[config.mk]
export PLATFORM = sky130hd
export DESIGN_NAME = tfdf_dup_filter
export DESIGN_NICKNAME = d
export VERILOG_FILES = /design/src/rtl/tfdf_pkg.sv /design/src/rtl/tfdf_dup_filter.sv
export SDC_FILE = /design/constraint.sdc
export NUM_CORES = 1
export LEC_CHECK = 0
export BUFFER_PORTS_ARGS = -buffer_cell sky130_fd_sc_hd__buf_2
export CAP_MARGIN = 20
export CORE_MARGIN = 1
export CORE_UTILIZATION = 35
export DETAILED_ROUTE_END_ITERATION = 10
export GPL_ROUTABILITY_DRIVEN = 0
export SLEW_MARGIN = 0
export SYNTH_ARGS = -nofsm -noshare
export SYNTH_HDL_FRONTEND = slang
export SYNTH_SLANG_ARGS = --single-unit
[constraint.sdc]
create_clock -name clk -period 7.8 [get_ports clk]
set_clock_uncertainty 0.2 [all_clocks]
set_input_delay 1.56 -clock clk [delete_from_list [all_inputs] [get_ports clk]]
set_output_delay 1.56 -clock clk [all_outputs]
set_load 0.01 [all_outputs]
[src/rtl/tfdf_pkg.sv]
package tfdf_pkg;

  localparam int QUEUE_DEPTH_DEF = 64;
  localparam logic [31:0] DUP_WINDOW_RST = 32'd50;

  localparam int MODE_W   = 2;
  localparam int STATUS_W = 3;
  localparam int NUM_W    = 64;

  // tdata widths, rounded up to whole bytes
  localparam int IN_FIELDS_W  = 355;
  localparam int IN_TDATA_W   = 360;
  localparam int OUT_FIELDS_W = 419;
  localparam int OUT_TDATA_W  = 424;

  // operation codes on in_tuser
  localparam logic [MODE_W-1:0] MODE_ENQ   = 2'd0;
  localparam logic [MODE_W-1:0] MODE_DEQ   = 2'd1;
  localparam logic [MODE_W-1:0] MODE_TAKE  = 2'd2;
  localparam logic [MODE_W-1:0] MODE_CLEAR = 2'd3;

  // result codes on out_tuser
  localparam logic [STATUS_W-1:0] ST_QUEUED  = 3'd0;
  localparam logic [STATUS_W-1:0] ST_DUP     = 3'd1;
  localparam logic [STATUS_W-1:0] ST_FULL    = 3'd2;
  localparam logic [STATUS_W-1:0] ST_DEQ     = 3'd3;
  localparam logic [STATUS_W-1:0] ST_EMPTY   = 3'd4;
  localparam logic [STATUS_W-1:0] ST_COUNT   = 3'd5;
  localparam logic [STATUS_W-1:0] ST_CLEARED = 3'd6;

  // fields used by the duplicate test
  typedef struct packed {
    logic [63:0]        resolver;
    logic               trust;
    logic signed [31:0] held;
    logic signed [31:0] asked;
    logic [63:0]        object;
    logic [63:0]        manager;
    logic [1:0]         kind;
    logic [31:0]        tick;
  } key_t;

  // one stored record
  typedef struct packed {
    logic [63:0] payload;
    key_t        key;
    logic [63:0] seq;
  } rec_t;

endpackage

[src/rtl/tfdf_dup_filter.sv]
module tfdf_dup_filter (
  input  logic                clk,
  input  logic                rst_n,
  input  logic                clear,
  input  logic                load,
  input  tfdf_pkg::key_t      key,
  input  logic [31:0]         window,
  output logic                is_dup
);

  logic           have_last_r;
  tfdf_pkg::key_t last_r;
  logic [31:0]    tick_gap;

  // wrapping tick distance from the last stored record
  assign tick_gap = key.tick - last_r.tick;

  assign is_dup = have_last_r && (tick_gap <= window) &&
                  (key.kind == last_r.kind) && (key.manager == last_r.manager) &&
                  (key.object == last_r.object) && (key.asked == last_r.asked) &&
                  (key.held == last_r.held) && (key.trust == last_r.trust) &&
                  (key.resolver == last_r.resolver);

  always_ff @(posedge clk) begin
    if (!rst_n || clear) begin
      have_last_r <= 1'b0;
      last_r      <= '0;
    end else if (load) begin
      have_last_r <= 1'b1;
      last_r      <= key;
    end
  end

endmodule

======== After elaboration in Yosys (flattened, before gate mapping) ========
Cells that the tools add are included.
cells by class
  $add $sub $neg .......................... 1
  order comparisons ....................... 1
  equality and inequality tests ........... 7
  reduce and logical (&&, ||, !) cells .... 10
operators with widths
  kind                             number
  64-bit == test                   3
  32-bit == test                   2
  32-bit less-or-equal comparator  1
  32-bit subtractor                1
  1-bit logical AND                8
  2-bit == test                    1
  1-bit == test                    1
  1-bit logical NOT                1
  1-bit logical OR                 1
word-level totals
  bits in registers ....................... 292
  output and inout bits ................... 1

======== Depth between registers and ports, before layout ========
Gate-level depths: netlist (run 1).
  depth in word-level cells ............... 10
  depth in mapped cells ................... 20

======== Worst setup path before layout (run 1) ========
No wires, ideal clock.
  path kind ............................... input to output
  start ................................... in key[0] in the netlist's numbering
  end ..................................... out is_dup
  arrival ................................. 4.860 ns
  required time ........................... 6.040 ns
  slack ................................... 1.180 ns
  stages on the path ...................... 19
  path buffers ............................ 0
  path through ............................ inv_1 -> ha_1 -> fa_1 -> nor2b_1 -> o31ai_1 -> a21oi_1 -> a211oi_2 -> o21ai_1 -> a21oi_1 -> and2b_1 -> xnor2_1 -> ha_1 -> a21o_1 -> a21oi_1 -> nor2b_1 -> o21ai_0 -> a21oi_1 -> o21a_1 -> a311oi_1
on the way
  cells in the longest elaborated chain, start to end .. 10
ends and longest elaborated chain
  element                          RTL line               source
  start: declaration               tfdf_dup_filter.sv:6   input tfdf_pkg::key_t key,
  32-bit subtractor                tfdf_dup_filter.sv:16  assign tick_gap = key.tick - last_r.tick;
  32-bit less-or-equal comparator  tfdf_dup_filter.sv:18  assign is_dup = have_last_r && (tick_gap <= window) &&
  1-bit logical AND (2 in series)  tfdf_dup_filter.sv:18
  1-bit logical AND (2 in series)  tfdf_dup_filter.sv:19  (key.kind == last_r.kind) && (key.manager == last_r.manager) &&
  1-bit logical AND (2 in series)  tfdf_dup_filter.sv:20  (key.object == last_r.object) && (key.asked == last_r.asked) &&
  1-bit logical AND (2 in series)  tfdf_dup_filter.sv:21  (key.held == last_r.held) && (key.trust == last_r.trust) &&
  end: declaration                 tfdf_dup_filter.sv:8   output logic is_dup
Every way passes these cells.

======== Worst setup path after layout (run 1) ========
Same ends and word-level chain as after synthesis.

==> run_results.csv, run 1 <==
group,metric,value,unit
final_layout,num-nets-final,2453,
sta,slew_headroom,0.260,
yosys,synth_top_flop_cell,"dfxtp_1",
sta,setup_viol,0,
placed_design,placedCellCount,2616,
clocking,numCtsBuffers,36,
die,core_area,0.0442,mm^2
yosys,synthArstFlopShare,0,
die,start_util,0.355,
yosys,yosysMostFrequentCell,"nor2_1",
yosys,yosys.cell_types.count,60,
die,die_area,0.0457,mm^2
yosys,yosys.area_share.xor_xnor,0.0965,
yosys,ys_warn_count,0,
sta,final-hold-violation-count,0,
drt,routedWlPerCell,17.3,um
yosys,synth_compound_area_frac,0.104,
final_layout,final_util,0.433,
clocking,post_cts_resized,0,
drt,drc,0,
yosys,synth_simple_gate_area_frac,0.127,
yosys,synth_fp_nets,2150,
drt,num_vias,13400,
clocking,clock_latency,530,ps
yosys,synth_edf_count,0,
global_route,grt_max_degree,171,
power,irDropWorstVdd,166,uV
final_layout,layout-drive-gt1-share,0.188,
drt,wl,46500,um
yosys,syn_area,0.0157,mm^2
worst_setup_path,critical-path-slowest-cell,"fa_1",
clocking,h-tree-depth,2,
sta,worst_pin_slew,1100,ps
clocking,cts-root-buf,"clkbuf_16",
yosys,synth_top_area_share,0.372,
die,num_rows,77,
worst_setup_path,startpoint_type,"input port",
sta,finalCritPeriodShare,0.932,
worst_setup_path,crit_end,"is_dup",
worst_setup_path,end_kind,"output pin",
global_route,grt_pass1_vias,12900,
clocking,ctsHoldBuffers,0,
sta,fmax,138,MHz
yosys,netlist_top_cells_area,"dfxtp_1 (37%), mux2i_1 (19%), nor2_1 (7.6%)",
yosys,synth_area_per_cell,8.93,um^2
worst_setup_path,slowest_delay,410,ps
placed_design,hpwl,35800,um
clocking,clockBufferDepth,3,
drt,drtIter0Drc,771,
yosys,synth_top_family_by_area,"multiplexers",
global_route,grt_pass1_wl,69000,um
worst_hold_path,hold_path.class,"register to register",
worst_setup_path,rr_startpoint,"last_r[188]",
worst_setup_path,timing.rr.end,"last_r[188]",
yosys,synth_mux_area_frac,0.187,
worst_setup_path,cpMostUsedCell,"a21oi_1",
placed_design,io_buffer_count,327,
sta,tns,0,ps
clocking,cts.sinks,292,
worst_setup_path,rrSetupSlack,6900,ps
worst_setup_path,cp.required,6040,ps
outcome,status,"completed",
die,pin_count,328,
sta,final_max_slew_viol_count,0,
yosys,ys_ff_latch,292,
yosys,yosys-top-cells-count,"nor2_1 (316), mux2i_1 (293), dfxtp_1 (292), inv_1 (192), xor2_1 (116)",
global_route,grt_antenna_before_repair,31,
clocking,cts_tree,"yes",
drt,firstDrtPassIters,6,
yosys,yosys.area.top_type,"dfxtp_1",
yosys,ys_seq_area_frac,0.372,
clocking,cts.reportedPaths.clkPinSlew,60,ps
final_layout,final_cells,2689,
worst_setup_path,criticalPathCategory,"input port to output pin",
worst_setup_path,r2r_cells,2,
die,die_x,214,um
worst_setup_path,worstPathCellList,"buf_2 -> inv_1 -> ha_1 -> fa_1 -> nor2b_1 -> o31ai_1 -> a21oi_1 -> a211oi_2 -> o21ai_1 -> a21oi_1 -> and2b_1 -> xnor2_1 -> ha_1 -> a21o_1 -> a21oi_1 -> nor2b_1 -> o21ai_0 -> a21oi_1 -> o21a_1 -> a311oi_1 -> buf_2",
worst_setup_path,crit_fanout,4,
sta,rsz0062_at_grt,"false",
global_route,grt-ovfl-total,0,
final_layout,final.fill_count,4373,
yosys,syn-instance-count,1759,
die,fp.dieH,214,um
yosys,synthAdderAreaFrac,0.0515,
clocking,cts_setup_buffers,0,
sta,period_minus_slack,7270,ps
flow_run,drv_cap,0,
worst_setup_path,arrival,5510,ps
global_route,grt_usage,0.197,
power,p_leak,0.00894,uW
final_layout,areaGrowthSynthToFinish,21.9,%
power,p_per_area,204,mW/mm^2
drt,drt-vias-per-instance,4.97,
drt,detail-route-antenna-nets,0,
worst_setup_path,worstSetupStartpoint,"key[0]",
==> per-layer routing <==
metal,routed length [um],GRT usage,vias up
met1,19300,0.231,6208
met4,1280,0.0616,32
met2,21700,0.332,350
met5,204,0,-
met3,3910,0.0707,99
li1,-,-,6671
==> worst min path at each step <==
stage | start | end | cells past startpoint
floorplan | have_last_r | have_last_r | 2
global placement | have_last_r | have_last_r | 2
detailed placement | have_last_r | have_last_r | 2
CTS | have_last_r | have_last_r | 2
global route | last_r[190] | last_r[190] | 2
finish | have_last_r | have_last_r | 2
==> registers in the layout (all words and copies together), names as in the netlist <==
register	cells
last_r	291
have_last_r	1
==> cell usage in the layout (no fill, tap or decap), types with 21 or more instances in the layout <==
cell,instances
ha_1,63
clkbuf_16,36
nor2_1,316
o2bb2ai_1,22
inv_1,192
xnor2_1,57
o22ai_1,34
a21oi_1,37
dfxtp_1,292
buf_2,326
nor4_1,41
nand4_1,34
xor2_1,116
mux2i_1,293
a221oi_1,34
nand2_1,21
==> final cells by class <==
class	count	area [um^2]	share of cell area
diodes	15	37.5	0.00196
clock inverters	12	206	0.0108
well taps	592	741	0.0387
flip-flops and latches	292	5850	0.305
inverters	192	721	0.0376
multi-input cells	1208	8890	0.465
clock buffers	46	978	0.0511
repair buffers	332	1720	0.0899
==> stage by stage <==
step / total power [uW] / cell area, um^2 / setup slack, ps / hold WS, ps
floorplan: 2000 / 15700 / 1180 / 234
global placement: 2210 / 17900 / 671 / 249
detailed placement: 2230 / 17900 / 580 / 259
CTS: 3960 / 19100 / 566 / 273
global route: 4090 / 19100 / 169 / 309
finish: 3910 / 19100 / 530 / 272
==> critical path, delay by kind of cell <==
kind | cells | cell delay, ps
AOI/OAI and AO/OA | 11 | 2120
adders and majority gates | 3 | 950
and+or+nand+nor | 3 | 440
buffers and inverters | 3 | 310
xor gates and xnor gates | 1 | 130
==> cells by family after synthesis <==
logic type | Yosys count
multiplexers | 293
flip-flops | 292
XOR/XNOR | 173
adder cells (fa/ha/maj) | 64
buffers and inverters | 259
AO/OA/AOI/OAI | 225
AND/OR/NAND/NOR | 453
==> power breakdown <==
part | switching [uW] | leakage (uW) | total, uW | internal (uW)
Clock | 661 | 0.000578 | 1710 | 1050
Sequential | 31.3 | 0.00238 | 1570 | 1540
Combinational | 339 | 0.00598 | 628 | 288
Note: power is estimated with default switching activity, not from simulation.
==> run 2: changes to the inputs <==
--- a/config.mk
+++ b/config.mk
@@ -9,8 +9,10 @@
 export CAP_MARGIN = 20
 export CORE_MARGIN = 1
 export CORE_UTILIZATION = 35
+export CTS_BUF_LIST = sky130_fd_sc_hd__clkbuf_4 sky130_fd_sc_hd__clkbuf_8 sky130_fd_sc_hd__clkbuf_16
 export DETAILED_ROUTE_END_ITERATION = 10
 export GPL_ROUTABILITY_DRIVEN = 0
+export PLACE_DENSITY = 0.63
 export SLEW_MARGIN = 0
 export SYNTH_ARGS = -nofsm -noshare
 export SYNTH_HDL_FRONTEND = slang
==> run_results.csv, run 2 (synthesis results as in run 1) <==
group,metric,value,unit
power,p_leak,0.00898,uW
sta,final_max_slew_viol_count,0,
sta,slew_headroom,0.276,
global_route,grt-ovfl-total,0,
placed_design,placedCellCount,2617,
drt,wl_met1,19300,um
worst_setup_path,worstSetupStartpoint,"key[0]",
clocking,ctsHoldBuffers,0,
power,irDropWorstVdd,197,uV
die,core_area,0.0442,mm^2
drt,drc,0,
worst_setup_path,worstPathCellList,"buf_2 -> inv_1 -> ha_1 -> fa_1 -> nor2b_1 -> o31ai_1 -> a21oi_1 -> a211oi_2 -> o21ai_1 -> a21oi_1 -> and2b_1 -> xnor2_1 -> ha_1 -> a21o_1 -> a21oi_1 -> nor2b_1 -> o21ai_0 -> a21oi_1 -> o21a_1 -> a311oi_1 -> buf_2",
worst_setup_path,rrSetupSlack,6870,ps
drt,num_vias,13600,
drt,met2_length,21900,um
clocking,cts_setup_buffers,0,
global_route,grt_usage,0.201,
drt,routedWlPerCell,17.5,um
clocking,clock_latency,550,ps
die,start_util,0.355,
sta,rsz0062_at_grt,"false",
clocking,h-tree-depth,2,
clocking,numCtsBuffers,36,
global_route,grt_antenna_before_repair,32,
power,p_per_area,205,mW/mm^2
die,die_area,0.0457,mm^2
worst_setup_path,path_buf_inv,3,
global_route,grt_pass1_vias,13300,
drt,drtIter0Drc,785,
final_layout,layout-drive-gt1-share,0.194,
sta,tns,0,ps
worst_setup_path,slowest_delay,440,ps
drt,top_layer,"met5",
worst_hold_path,hold_path.class,"register to register",
drt,detail-route-antenna-nets,0,
global_route,grt_pass1_wl,70300,um
worst_setup_path,arrival,5520,ps
final_layout,seqCellArea,0.00585,mm^2
drt,met3_wirelength,3840,um
worst_setup_path,cpMostUsedCell,"a21oi_1",
clocking,post_cts_resized,0,
die,num_rows,77,
clocking,cts.sinks,292,
global_route,grt_max_degree,146,
final_layout,multi_input_area,0.00889,mm^2
clocking,cts_tree,"yes",
worst_setup_path,crit_fanout,4,
sta,period_minus_slack,7280,ps
final_layout,regMostFlops,"last_r",
flow_run,drv_cap,0,
sta,fmax,137,MHz
final_layout,num-nets-final,2454,
final_layout,mostFrequentLayoutCell,"buf_2",
worst_setup_path,crit_end,"is_dup",
worst_setup_path,timing.rr.end,"last_r[121]",
drt,firstDrtPassIters,7,
final_layout,layout_common_cells,"buf_2 (326), nor2_1 (316), mux2i_1 (293), dfxtp_1 (292), inv_1 (192)",
die,fp.dieH,214,um
clocking,cts-root-buf,"clkbuf_16",
sta,setup_viol,0,
clocking,clockBufferDepth,3,
worst_setup_path,cp_num_cells,21,
final_layout,areaGrowthSynthToFinish,22.3,%
worst_setup_path,rr_startpoint,"last_r[121]",
worst_setup_path,cp.required,6040,ps
final_layout,largest_reg_flops,291,
worst_setup_path,cp_top_family,"compound AO/OA/AOI/OAI gates",
sta,finalCritPeriodShare,0.933,
worst_setup_path,startpoint_type,"input port",
drt,wl,47300,um
die,pin_count,328,
worst_setup_path,end_kind,"output pin",
outcome,status,"completed",
drt,drt-vias-per-instance,5.03,
worst_setup_path,criticalPathCategory,"input port to output pin",
sta,worst_pin_slew,1090,ps
worst_setup_path,critical-path-slowest-cell,"a211oi_2",
worst_hold_path,min_from,"have_last_r",
final_layout,largestRegisters,"last_r x291, have_last_r x1",
final_layout,final_cells,2697,
placed_design,hpwl,36500,um
clocking,cts.reportedPaths.clkPinSlew,50,ps
worst_setup_path,r2r_cells,2,
final_layout,final.fill_count,4353,
die,die_x,214,um
placed_design,io_buffer_count,327,
sta,final-hold-violation-count,0,
[run 2: changes by cell type in the layout (fill, tap and decap cells not counted), sizes merged]
| cell | change |
|---|---|
| clkinv | +5 |
| clkbuf | +3 |
| inv | -1 |
| bufinv | -2 |
| clkinvlp | +2 |
| buf | +1 |
[run 2: worst reg2reg max path, stage by stage, from the launching register on]
cell	delay, ps
dfxtp_1	320
mux2i_1	180
nor2_1	80
[run 2: stage by stage]
| step | total power (uW) | hold slack, ps | setup WS, ps | utilization | area, um^2 |
|---|---|---|---|---|---|
| floorplan | 2000 | 234 | 1180 | - | 15700 |
| global placement | 2210 | 250 | 637 | 0.405 | 17900 |
| detailed placement | 2230 | 252 | 575 | 0.405 | 17900 |
| CTS | 3990 | 267 | 555 | 0.433 | 19200 |
| global route | 4120 | 300 | 167 | 0.434 | 19200 |
| finish | 3940 | 264 | 523 | 0.434 | 19200 |
[run 2: cell type report]
class,count,share of cell area
inverters,192,0.0375
diodes,15,0.00196
well taps,592,0.0386
flip-flops and latches,292,0.304
clock buffers,49,0.0542
clock inverters,16,0.0106
multi-input cells,1208,0.463
repair buffers,333,0.0894
[run 2: metal layers]
layer  vias up  track usage
li1       6689            -
met3       138       0.0719
met4        38       0.0956
met1      6282        0.226
met5         -            0
met2       411        0.338
[run 2: how the worst min path moves through the flow]
stage | endpoint | slack [ps] | depth (start not counted)
floorplan | have_last_r | 230 | 2
global placement | have_last_r | 250 | 2
detailed placement | have_last_r | 250 | 2
CTS | have_last_r | 270 | 2
global route | have_last_r | 300 | 2
finish | have_last_r | 260 | 2
[run 2: where the power goes]
group          switching (uW)  internal (uW)  leakage [uW]
registers                31.4           1540       0.00238
logic                     342            288       0.00598
clock network             690           1050      0.000615
==> run 3: changes to the inputs <==
--- a/config.mk
+++ b/config.mk
@@ -8,11 +8,11 @@
 export BUFFER_PORTS_ARGS = -buffer_cell sky130_fd_sc_hd__buf_2
 export CAP_MARGIN = 20
 export CORE_MARGIN = 1
-export CORE_UTILIZATION = 35
+export CORE_UTILIZATION = 60
 export CTS_BUF_LIST = sky130_fd_sc_hd__clkbuf_4 sky130_fd_sc_hd__clkbuf_8 sky130_fd_sc_hd__clkbuf_16
 export DETAILED_ROUTE_END_ITERATION = 10
 export GPL_ROUTABILITY_DRIVEN = 0
-export PLACE_DENSITY = 0.63
+export PLACE_DENSITY = 0.94
 export SLEW_MARGIN = 0
 export SYNTH_ARGS = -nofsm -noshare
 export SYNTH_HDL_FRONTEND = slang
==> constraint.sdc (replaced) <==
create_clock -name clk -period 7.8 [get_ports clk]
set_clock_uncertainty 0.2 [all_clocks]
set_input_delay 1.17 -clock clk [delete_from_list [all_inputs] [get_ports clk]]
set_output_delay 1.17 -clock clk [all_outputs]
set_load 0.005 [all_outputs]
==> run_results.csv, run 3 (synthesis results as in run 1) <==
group,metric,value,unit
worst_setup_path,criticalPathCategory,"input port to output pin",
placed_design,placed_cell_area,0.0176,mm^2
final_layout,design_area,0.0187,mm^2
global_route,grt_pass1_vias,14400,
drt,num_vias,14400,
sta,fin_hold_ws,290,ps
sta,fmax,147,MHz
worst_setup_path,crit_fanout,4,
drt,wl,47300,um
clocking,clockBufferDepth,3,
drt,firstDrtPassIters,7,
clocking,h-tree-depth,1,
sta,worst_slack,1000,ps
sta,final_max_slew_viol_count,0,
global_route,grt_pass1_wl,71600,um
clocking,clock_latency,580,ps
clocking,ctsHoldBuffers,0,
final_layout,regMostFlops,"last_r",
die,fp.dieH,164,um
sta,period_minus_slack,6800,ps
final_layout,areaGrowthSynthToFinish,19.0,%
placed_design,io_buffer_count,327,
sta,slew_headroom,0.278,
final_layout,largest_reg_flops,291,
global_route,grt_max_degree,135,
power,combPwrFrac,0.172,
final_layout,largestRegisters,"last_r x291, have_last_r x1",
global_route,grt_usage,0.340,
clocking,cts_setup_buffers,0,
global_route,grt-ovfl-total,0,
worst_setup_path,startpoint_type,"input port",
power,p_int,2760,uW
worst_hold_path,hold_path.class,"register to register",
worst_setup_path,arrival,5430,ps
die,die_x,164,um
power,power.switching,1020,uW
final_layout,num-nets-final,2447,
worst_setup_path,end_kind,"output pin",
die,die_area,0.0268,mm^2
clocking,numCtsBuffers,30,
power,p_per_area,202,mW/mm^2
die,pin_count,328,
drt,drc,0,
sta,setup_viol,0,
power,irDropWorstVdd,222,uV
worst_setup_path,cp.required,6430,ps
power,p_leak,0.00889,uW
sta,worst_pin_slew,1080,ps
clocking,cts_tree,"yes",
sta,tns,0,ps
sta,final-hold-violation-count,0,
drt,drt-vias-per-instance,5.95,
outcome,status,"completed",
clocking,post_cts_resized,0,
power,power.share.sequential,0.417,
drt,drtIter0Drc,1215,
power,power.total,3780,uW
global_route,grt_antenna_before_repair,18,
placed_design,hpwl,34100,um
clocking,cts.reportedPaths.clkPinSlew,70,ps
clocking,cts-root-buf,"clkbuf_16",
drt,routedWlPerCell,19.5,um
die,num_rows,58,
power,clkPwrFrac,0.410,
power,p_sw_frac,0.270,
final_layout,mostFrequentLayoutCell,"buf_2",
final_layout,layout-drive-gt1-share,0.190,
clocking,cts.sinks,292,
sta,rsz0062_at_grt,"false",
die,start_util,0.618,
sta,finalCritPeriodShare,0.872,
placed_design,post-place-ws,1130,ps
final_layout,layout_common_cells,"buf_2 (326), nor2_1 (316), mux2i_1 (293), dfxtp_1 (292), inv_1 (192)",
drt,detail-route-antenna-nets,0,
die,core_area,0.0254,mm^2
flow_run,drv_cap,0,
[run 3: routing by layer]
| metal | global-route usage | share of wire | vias up | wire [um] |
|---|---|---|---|---|
| met1 | 0.360 | 0.35 | 6702 | 16700 |
| met3 | 0.101 | 0.11 | 219 | 5100 |
| met5 | 0 | 0.0017 | - | 80 |
| met4 | 0.177 | 0.054 | 12 | 2570 |
| met2 | 0.608 | 0.48 | 827 | 22900 |
| li1 | - | - | 6686 | - |
[run 3: per-stage QoR]
stage                     utilization  std cells
final                           0.736       2426
after global routing            0.735       2416
after CTS                       0.734       2410
after detailed placement        0.692       2354
after global placement          0.692       2354
after floorplan                     -       1759
[run 3: layout make-up]
| cell class | count | area (um^2) |
|---|---|---|
| Tap cell | 330 | 413 |
| Timing Repair Buffer | 332 | 1700 |
| Inverter | 192 | 721 |
| Sequential cell | 292 | 5850 |
| Antenna cell | 16 | 40.0 |
| Clock buffer | 42 | 885 |
| Multi-Input combinational cell | 1208 | 8890 |
| Clock inverter | 14 | 198 |
| Fill cell | 1697 | 6710 |
[run 3: path summary, 6_finish.rpt]
kind | startpoint | endpoint | slack [ps] | cells past startpoint
max reg2reg | last_r[78] | last_r[78] | 6840 | 2
max | key[0] | is_dup | 1000 | 21
min reg2reg | have_last_r | have_last_r | 290 | 2
min | have_last_r | have_last_r | 290 | 2
[run 3: power by group through the flow]
stage	clock network (uW)	registers, uW	logic [uW]
finish	1550	1580	651
global route	1620	1580	702
CTS	1560	1570	634
detailed placement	0	1610	622
global placement	0	1600	592
floorplan	0	1600	405
[run 3: critical path: stages]
cell	delay, ps
buf_2	90
inv_1	40
ha_1	260
fa_1	440
nor2b_1	180
o31ai_1	130
a21oi_1	350
a211oi_2	200
o21ai_1	390
a21oi_1	180
and2b_1	210
xnor2_1	120
ha_1	310
a21o_1	180
a21oi_1	140
nor2b_1	50
o21ai_0	160
a21oi_1	90
o21a_1	170
a311oi_1	370
buf_2	190
